<file path="src/rtl/ipr_pkg.sv">
// Package for the inverse participation ratio block.
// Holds field widths, item and result types, controller states and the
// command and status groups shared by the controller and the division datapath.
package ipr_pkg;

	localparam int AMP_W   = 12;
	localparam int SQ_W    = 2 * AMP_W - 1;
	localparam int MAG2_W  = SQ_W + 1;
	localparam int MAG4_W  = 2 * MAG2_W - 1;
	localparam int NORM_W  = 34;
	localparam int QUART_W = 57;
	localparam int HALF_W  = NORM_W / 2;
	localparam int PROD_W  = NORM_W + HALF_W;
	localparam int DEN_W   = 2 * NORM_W;
	localparam int QUO_W   = 16;
	localparam int CNT_W   = 4;
	localparam int IPR_W   = 17;

	localparam logic [IPR_W-1:0] ONE_FIX = IPR_W'(65536);

	typedef struct packed {
		logic signed [AMP_W-1:0] amp_re;
		logic signed [AMP_W-1:0] amp_im;
		logic                    last;
	} sample_t;

	typedef struct packed {
		logic [IPR_W-1:0] ipr_value;
		logic             zero_norm;
	} result_t;

	typedef enum logic [2:0] {
		ST_IDLE,
		ST_MUL_LO,
		ST_MUL_HI,
		ST_CMP,
		ST_DIV,
		ST_DONE
	} state_t;

	typedef struct packed {
		logic load;
		logic mul_lo;
		logic mul_hi;
		logic cmp;
		logic step;
		logic set_zero;
		logic set_one;
	} div_cmd_t;

	typedef struct packed {
		logic zero;
		logic q_ge;
		logic last_step;
	} div_sts_t;

endpackage

</file>
<file path="src/rtl/ipr_acc.sv">
// Front pipeline of the inverse participation ratio block: squares each
// amplitude, forms |a|^2 and |a|^4 and keeps the two saturating sums.
// Depends on ipr_pkg.
module ipr_acc #(
	parameter int AMP_BITS = 12
) (
	input  logic                         clk,
	input  logic                         arst_n,
	input  logic                         sample_valid,
	input  ipr_pkg::sample_t             sample,
	input  logic                         busy,
	output logic                         stall,
	output logic                         load,
	output logic [ipr_pkg::NORM_W-1:0]   load_norm,
	output logic [ipr_pkg::QUART_W-1:0]  load_quart
);

	localparam int AW  = ipr_pkg::AMP_W;
	localparam int SW  = ipr_pkg::SQ_W;
	localparam int M2W = ipr_pkg::MAG2_W;
	localparam int M4W = ipr_pkg::MAG4_W;
	localparam int NW  = ipr_pkg::NORM_W;
	localparam int QW  = ipr_pkg::QUART_W;

	logic signed [AW-1:0]   re_x, im_x;
	logic signed [2*AW-1:0] re_p, im_p;
	logic [SW-1:0]          re_sq_s1, im_sq_s1;
	logic                   valid_s1, last_s1;
	logic [M2W-1:0]         mag2_c, mag2_s2;
	logic [M4W-1:0]         mag4_c, mag4_s2;
	logic                   valid_s2, last_s2;
	logic [NW-1:0]          norm_q, norm_sat;
	logic [QW-1:0]          quart_q, quart_sat;
	logic [NW:0]            nsum_c;
	logic [QW:0]            qsum_c;
	logic                   advance;

	assign re_x = AW'(signed'(sample.amp_re[AMP_BITS-1:0]));
	assign im_x = AW'(signed'(sample.amp_im[AMP_BITS-1:0]));
	assign re_p = re_x * re_x;
	assign im_p = im_x * im_x;

	assign mag2_c = M2W'(re_sq_s1) + M2W'(im_sq_s1);
	assign mag4_c = mag2_c * mag2_c;

	assign stall   = valid_s2 && last_s2 && busy;
	assign advance = !stall;
	assign load    = valid_s2 && last_s2 && !busy;

	assign nsum_c    = {1'b0, norm_q} + (NW + 1)'(mag2_s2);
	assign qsum_c    = {1'b0, quart_q} + (QW + 1)'(mag4_s2);
	assign norm_sat  = nsum_c[NW] ? '1 : nsum_c[NW-1:0];
	assign quart_sat = qsum_c[QW] ? '1 : qsum_c[QW-1:0];

	assign load_norm  = norm_sat;
	assign load_quart = quart_sat;

	always_ff @(posedge clk or negedge arst_n) begin
		if (!arst_n) begin
			valid_s1 <= 1'b0;
			valid_s2 <= 1'b0;
		end else if (advance) begin
			valid_s1 <= sample_valid;
			valid_s2 <= valid_s1;
		end
	end

	always_ff @(posedge clk) begin
		if (advance) begin
			re_sq_s1 <= re_p[SW-1:0];
			im_sq_s1 <= im_p[SW-1:0];
			last_s1  <= sample.last;
			mag2_s2  <= mag2_c;
			mag4_s2  <= mag4_c;
			last_s2  <= last_s1;
		end
	end

	always_ff @(posedge clk or negedge arst_n) begin
		if (!arst_n) begin
			norm_q  <= '0;
			quart_q <= '0;
		end else if (valid_s2 && advance) begin
			if (last_s2) begin
				norm_q  <= '0;
				quart_q <= '0;
			end else begin
				norm_q  <= norm_sat;
				quart_q <= quart_sat;
			end
		end
	end

endmodule

</file>
<file path="src/rtl/ipr_div.sv">
// Division datapath: squares the norm in two partial products and forms
// the 16-bit fraction quartic_sum / norm_sum^2 one quotient bit a step.
// Depends on ipr_pkg.
module ipr_div (
	input  logic                         clk,
	input  ipr_pkg::div_cmd_t            cmd,
	input  logic [ipr_pkg::NORM_W-1:0]   load_norm,
	input  logic [ipr_pkg::QUART_W-1:0]  load_quart,
	output ipr_pkg::div_sts_t            sts,
	output ipr_pkg::result_t             result
);

	localparam int NW = ipr_pkg::NORM_W;
	localparam int QW = ipr_pkg::QUART_W;
	localparam int HW = ipr_pkg::HALF_W;
	localparam int PW = ipr_pkg::PROD_W;
	localparam int DW = ipr_pkg::DEN_W;
	localparam int UW = ipr_pkg::QUO_W;
	localparam int CW = ipr_pkg::CNT_W;
	localparam int RW = ipr_pkg::IPR_W;

	logic [NW-1:0]    n_q;
	logic [QW-1:0]    q_q;
	logic [DW-1:0]    den_q, rem_q;
	logic [UW-1:0]    quo_q;
	logic [CW-1:0]    cnt_q;
	ipr_pkg::result_t res_q;
	logic [HW-1:0]    mul_op;
	logic [PW-1:0]    prod_c;
	logic [DW:0]      sh_c, diff_c;
	logic             ge_c;

	assign mul_op = cmd.mul_hi ? n_q[NW-1:HW] : n_q[HW-1:0];
	assign prod_c = n_q * mul_op;

	assign sh_c   = {rem_q, 1'b0};
	assign diff_c = sh_c - {1'b0, den_q};
	assign ge_c   = sh_c >= {1'b0, den_q};

	assign sts.zero      = (n_q == '0);
	assign sts.q_ge      = DW'(q_q) >= den_q;
	assign sts.last_step = (cnt_q == '0);
	assign result        = res_q;

	always_ff @(posedge clk) begin
		if (cmd.load) begin
			n_q <= load_norm;
			q_q <= load_quart;
		end
		if (cmd.mul_lo) begin
			den_q <= DW'(prod_c);
		end
		if (cmd.mul_hi) begin
			den_q <= den_q + {prod_c, {HW{1'b0}}};
		end
		if (cmd.cmp) begin
			rem_q <= DW'(q_q);
			quo_q <= '0;
			cnt_q <= CW'(UW - 1);
		end
		if (cmd.step) begin
			rem_q <= ge_c ? diff_c[DW-1:0] : sh_c[DW-1:0];
			quo_q <= {quo_q[UW-2:0], ge_c};
			cnt_q <= cnt_q - 1'b1;
			if (cnt_q == '0) begin
				res_q.ipr_value <= RW'({quo_q[UW-2:0], ge_c});
				res_q.zero_norm <= 1'b0;
			end
		end
		if (cmd.set_zero) begin
			res_q.ipr_value <= '0;
			res_q.zero_norm <= 1'b1;
		end
		if (cmd.set_one) begin
			res_q.ipr_value <= ipr_pkg::ONE_FIX;
			res_q.zero_norm <= 1'b0;
		end
	end

endmodule

</file>
<file path="src/rtl/ipr_ctrl.sv">
// Controller of the inverse participation ratio block: sequences the
// norm squaring, the range check, the quotient steps and the result hand-off.
// Depends on ipr_pkg.
module ipr_ctrl (
	input  logic              clk,
	input  logic              arst_n,
	input  logic              load,
	input  ipr_pkg::div_sts_t sts,
	input  logic              result_stall,
	output ipr_pkg::div_cmd_t cmd,
	output logic              result_valid,
	output logic              busy
);

	ipr_pkg::state_t state_q, state_d;

	always_ff @(posedge clk or negedge arst_n) begin
		if (!arst_n) begin
			state_q <= ipr_pkg::ST_IDLE;
		end else begin
			state_q <= state_d;
		end
	end

	always_comb begin
		state_d      = state_q;
		cmd          = '0;
		result_valid = 1'b0;
		busy         = 1'b1;
		unique case (state_q)
			ipr_pkg::ST_IDLE: begin
				busy     = 1'b0;
				cmd.load = load;
				if (load) begin
					state_d = ipr_pkg::ST_MUL_LO;
				end
			end
			ipr_pkg::ST_MUL_LO: begin
				if (sts.zero) begin
					cmd.set_zero = 1'b1;
					state_d      = ipr_pkg::ST_DONE;
				end else begin
					cmd.mul_lo = 1'b1;
					state_d    = ipr_pkg::ST_MUL_HI;
				end
			end
			ipr_pkg::ST_MUL_HI: begin
				cmd.mul_hi = 1'b1;
				state_d    = ipr_pkg::ST_CMP;
			end
			ipr_pkg::ST_CMP: begin
				cmd.cmp = 1'b1;
				if (sts.q_ge) begin
					cmd.set_one = 1'b1;
					state_d     = ipr_pkg::ST_DONE;
				end else begin
					state_d = ipr_pkg::ST_DIV;
				end
			end
			ipr_pkg::ST_DIV: begin
				cmd.step = 1'b1;
				if (sts.last_step) begin
					state_d = ipr_pkg::ST_DONE;
				end
			end
			ipr_pkg::ST_DONE: begin
				result_valid = 1'b1;
				if (!result_stall) begin
					state_d = ipr_pkg::ST_IDLE;
				end
			end
			default: begin
				state_d = ipr_pkg::ST_IDLE;
			end
		endcase
	end

endmodule

</file>
<file path="src/rtl/inverse_participation_ratio.sv">
// Inverse participation ratio of a streamed complex vector.
// Sample channel: one amplitude per item (amp_re, amp_im, last), taken one
// per cycle unless sample_stall is high. Result channel: one item per
// vector, after the item marked last: ipr_value = floor(65536 * sum|a|^4 /
// (sum|a|^2)^2), at most 65536, with zero_norm set and ipr_value 0 when
// every amplitude was zero. Sums saturate at all ones; the ratio is clamped
// to 65536 when the quartic sum reaches the squared norm. From the last
// item to its result the path runs through two squaring stages, the load
// of the divider, the two 34x17 partial products of the squared norm, one
// range check and 16 quotient steps of the restoring divider. Accumulation
// of the next vector runs during that division; the divider is the only
// shared unit, and sample_stall rises only when a last item reaches the
// sums while the previous result is still being divided or waits.
// While result_stall is high the result holds in its output register and
// accumulation continues until the next last item.
// Reset clears both sums, the pipeline valids and the controller.
// Depends on ipr_pkg, ipr_acc, ipr_div and ipr_ctrl.
module inverse_participation_ratio #(
	parameter int AMP_BITS = 12
) (
	input  logic             clk,
	input  logic             arst_n,
	input  logic             sample_valid,
	output logic             sample_stall,
	input  ipr_pkg::sample_t sample,
	output logic             result_valid,
	input  logic             result_stall,
	output ipr_pkg::result_t result
);

	logic                        busy;
	logic                        acc_load;
	logic [ipr_pkg::NORM_W-1:0]  load_norm;
	logic [ipr_pkg::QUART_W-1:0] load_quart;
	ipr_pkg::div_cmd_t           cmd;
	ipr_pkg::div_sts_t           sts;

	ipr_acc #(
		.AMP_BITS(AMP_BITS)
	) u_acc (
		.clk         (clk),
		.arst_n      (arst_n),
		.sample_valid(sample_valid),
		.sample      (sample),
		.busy        (busy),
		.stall       (sample_stall),
		.load        (acc_load),
		.load_norm   (load_norm),
		.load_quart  (load_quart)
	);

	ipr_div u_div (
		.clk       (clk),
		.cmd       (cmd),
		.load_norm (load_norm),
		.load_quart(load_quart),
		.sts       (sts),
		.result    (result)
	);

	ipr_ctrl u_ctrl (
		.clk         (clk),
		.arst_n      (arst_n),
		.load        (acc_load),
		.sts         (sts),
		.result_stall(result_stall),
		.cmd         (cmd),
		.result_valid(result_valid),
		.busy        (busy)
	);

	a_zero_flag: assert property (@(posedge clk) disable iff (!arst_n)
		result_valid && result.zero_norm |-> result.ipr_value == '0)
		else $error("zero norm result carries a nonzero value");

	a_range: assert property (@(posedge clk) disable iff (!arst_n)
		result_valid |-> result.ipr_value <= ipr_pkg::ONE_FIX)
		else $error("result above one");

	a_stall_busy: assert property (@(posedge clk) disable iff (!arst_n)
		sample_stall |-> busy && !acc_load)
		else $error("sample stalled while divider free");

	a_load_busy: assert property (@(posedge clk) disable iff (!arst_n)
		acc_load |=> busy && !result_valid)
		else $error("divider load did not start a division");

endmodule

</file>
<file path="config.mk">
export PLATFORM = sky130hd
export DESIGN_NAME = inverse_participation_ratio
export DESIGN_NICKNAME = d
export VERILOG_FILES = /design/src/rtl/ipr_pkg.sv /design/src/rtl/ipr_acc.sv /design/src/rtl/ipr_div.sv /design/src/rtl/ipr_ctrl.sv /design/src/rtl/inverse_participation_ratio.sv
export SDC_FILE = /design/constraint.sdc
export NUM_CORES = 2
export LEC_CHECK = 0
export BUFFER_PORTS_ARGS = -buffer_cell sky130_fd_sc_hd__buf_4
export CAP_MARGIN = 0
export CORE_ASPECT_RATIO = 1.25
export CORE_MARGIN = 3
export CORE_UTILIZATION = 50
export DETAILED_ROUTE_END_ITERATION = 10
export PLACE_DENSITY_LB_ADDON = 0.08
export SYNTH_ARGS = -nofsm -noshare
export SYNTH_HDL_FRONTEND = slang
export SYNTH_SLANG_ARGS = --single-unit
</file>
<file path="constraint.sdc">
create_clock -name clk -period 37.6 [get_ports clk]
set_input_delay 0 -clock clk [delete_from_list [all_inputs] [get_ports clk]]
set_output_delay 0 -clock clk [all_outputs]
set_load 0.02 [all_outputs]
</file>
==> qor.yml <==
synth_area_leaders: "fa_1, edfxtp_1, ha_1"
io_pins: 49
fin_worst_skew_ns: 0.0455
grt_first_pass_wirelength_mm: 325
ys_seq_area_frac: 0.185
fin_setup_tns_ns: 0
synth_edf_count: 360
worstPathRequired_ns: 38.13
fin_area_um2: 78100
io_buffers: 48
synth-seq-cells: 474
slew_violations: 0
stdcell_count: 9721
reg2reg_from: "u_ctrl.state_q[2]$_DFFE_PN0P_"
critPathMaxFanout: 47
drive_gt1_frac: 0.0424
post_dp_cell_area_um2: 75800
clkTransAtPathRegs_ns: 0.06
grt_max_degree: 79
area_growth_pct: 6.31
cp_common_cell: "fa_1"
synth.distinct_cells: 96
cp_num_buf_inv: 4
fin_crit_ns: 11.61
insertedDiodeCount: 0
setup_viol: 0
syn_area_um2: 73500
clk_latency_ns: 0.69
drc: 0
syn_inst: 7872
min_path_cells: 2
design.core.area_um2: 145000
cts_buffers: 55
rows: 156
finalHoldViolations: 0
die-area_um2: 152000
cp-end-kind: "flip-flop"
hold_path.class: "primary input to flip-flop"
gp_congestion: 0.922
tritoncts: "done"
antenna_found_initial: 2
async_reset_ff_frac: 0.203
die-width_um: 349
viasPerCell: 5.57
grt_overflow: 0
whs_endpoint: "u_acc.last_s1$_DFFE_PN_"
r2r_slack_ns: 25.99
synth_nets: 9714
yosys.area.top_type_share: 0.312
nNetsFinal: 9621
cp_top_family: "simple AND/OR/NAND/NOR gates"
place_inst: 9606
path_class: "flip-flop to flip-flop"
worst_pin_slew_ns: 1.16
wire_per_inst_um: 21.1
ant_nets: 0
r2r_cells: 37
grt_util_all_layers: 0.276
cts-root-buf: "clkbuf_16"
fmax_ghz: 0.0861
rsz0062_at_grt: "false"
status: "finished, final reports clean"
post-route-period-util: 0.309
r2r-end: "u_div.den_q[67]$_SDFFCE_PN0P_"
crit_slowest_cell: "nand2_1"
place_hpwl_mm: 166
vias: 54200
cts_sinks: 474
yosysTopAreaCell: "fa_1"
cp-start-kind: "flip-flop"
slew_headroom: 0.226
hp-start: "sample[0]"
yosys_most_used_dff: "edfxtp_1"
post_cts_buffers: 0
clk_path_buf_depth: 3
critPathMaxStageDelay_ns: 0.69
ctsHoldBuffers: 12
cp_data_arrival_time_ns: 12.14
start_util: 0.506
fin_util: 0.538
first_pass_iters: 6
yosys_warnings: 0
avgSynthCellArea_um2: 9.33
grt_pass1_vias: 57900
drt_iter0_markers: 3170
fp.dieH_um: 435
h-tree-depth: 2
maxCapViolations: 0
cts_resized: 0
wirelength_mm: 205
-- cell type report --
cell class | count | area [µm²]
Clock buffer | 65 | 1460
Clock inverter | 38 | 694
Inverter | 1549 | 5820
Multi-Input combinational cell | 5542 | 53000
Fill cell | 13400 | 67100
Timing Repair Buffer | 157 | 1230
Sequential cell | 474 | 13600
Tap cell | 1896 | 2370
-- metrics by stage --
stage	hold slack, ns	setup slack, ns
floorplan	-0.296	25.11
detailed placement	0.0964	26.16
global placement	0.0973	26.28
CTS	0.0200	26.13
finish	0.0759	25.99
global route	0.0402	25.04
-- cell usage in the layout, fill, tap and decap left out, drive strengths merged, types with 24 or more instances in the layout --
cell	count
a211oi	29
a21boi	24
a21o	205
a21oi	343
a22o	74
a31oi	31
and2	342
and3	57
buf	146
clkbuf	65
dfrtp	96
edfxtp	360
fa	1144
ha	669
inv	1552
mux2i	63
nand2	977
nand2b	55
nand3	68
nand4	50
nor2	296
nor2b	62
nor3	49
o21a	53
o21ai	294
o21bai	67
o31ai	25
xnor2	224
xor2	93
-- synth_stat cells, types with 11 or more instances --
library cell	count
inv_1	1538
fa_1	1144
nand2_1	973
ha_1	669
edfxtp_1	360
and2_1	342
a21oi_1	341
nor2_1	296
o21ai_0	281
clkbuf_1	274
xnor2_1	224
a21o_1	205
dfrtp_1	96
xor2_1	91
a22o_1	74
nand3_1	68
o21bai_1	66
mux2i_1	63
nor2b_1	62
and3_1	57
nand2b_1	55
o21a_1	53
nand4_1	50
nor3_1	49
a31oi_1	29
a211oi_1	28
o31ai_1	24
a21boi_0	22
nor4_1	21
or2_2	21
dfxtp_1	18
o211ai_1	18
or3_1	18
buf_2	16
mux2_2	15
o21ai_1	13
and4_1	12
a311oi_1	11
-- worst max path at each step --
stage                     cells past startpoint                       endpoint  slack, ns                          start
after global routing                         37  u_div.den_q[67]$_SDFFCE_PN0P_      25.04  u_ctrl.state_q[2]$_DFFE_PN0P_
after global placement                       37  u_div.den_q[67]$_SDFFCE_PN0P_      26.28  u_ctrl.state_q[2]$_DFFE_PN0P_
after detailed placement                     36  u_div.den_q[65]$_SDFFCE_PN0P_      26.16  u_ctrl.state_q[2]$_DFFE_PN0P_
final                                        37  u_div.den_q[67]$_SDFFCE_PN0P_      25.99  u_ctrl.state_q[2]$_DFFE_PN0P_
after CTS                                    38  u_div.den_q[65]$_SDFFCE_PN0P_      26.13  u_ctrl.state_q[2]$_DFFE_PN0P_
after floorplan                               5         u_div.n_q[0]$_DFFE_PP_      25.11  u_ctrl.state_q[1]$_DFFE_PN0P_
-- flip-flops by register name (all words and copies together) (netlist names) --
signal / count
u_div.den_q: 68
u_div.rem_q: 68
u_acc.quart_q: 57
u_div.q_q: 57
u_acc.mag4_s2: 46
u_acc.norm_q: 34
u_div.n_q: 34
u_acc.im_sq_s1: 22
u_acc.mag2_s2: 22
u_acc.re_sq_s1: 22
u_div.result: 18
u_div.quo_q: 15
u_div.cnt_q: 4
u_ctrl.state_q: 3
u_acc.last_s1: 1
u_acc.last_s2: 1
u_acc.valid_s1: 1
u_acc.valid_s2: 1
-- worst reg2reg max path: cells and delay by family (launching register included) --
family | cells | cell delay [ns]
and+or+nand+nor | 15 | 4.62
AOI/OAI and AO/OA | 8 | 1.84
muxes | 1 | 0.15
xor gates and xnor gates | 1 | 0.19
DFF | 1 | 0.68
adders and majority gates | 8 | 3.79
buffers and inverters | 4 | 0.22
-- per-layer routing --
layer	GRT usage	share of wire	wire length [µm]
met4	0.118	0.050	10300
met1	0.331	0.39	80900
met2	0.503	0.51	105000
met5	0	0	0
met3	0.0282	0.043	8940
-- logic make-up after synthesis --
group                      count (synthesis)  synth area share
AOI/OAI and AO/OA                       1283             0.114
adders and majority gates               1813             0.426
and+or+nand+nor                         2051             0.131
xor gates and xnor gates                 317            0.0381
buffers and inverters                   1856            0.0958
muxes                                     78            0.0109
DFF                                      474             0.185
Power is left out: the tool's default activity adds up to more than one toggle a clock period on the data nets, which glitch-free logic cannot reach.
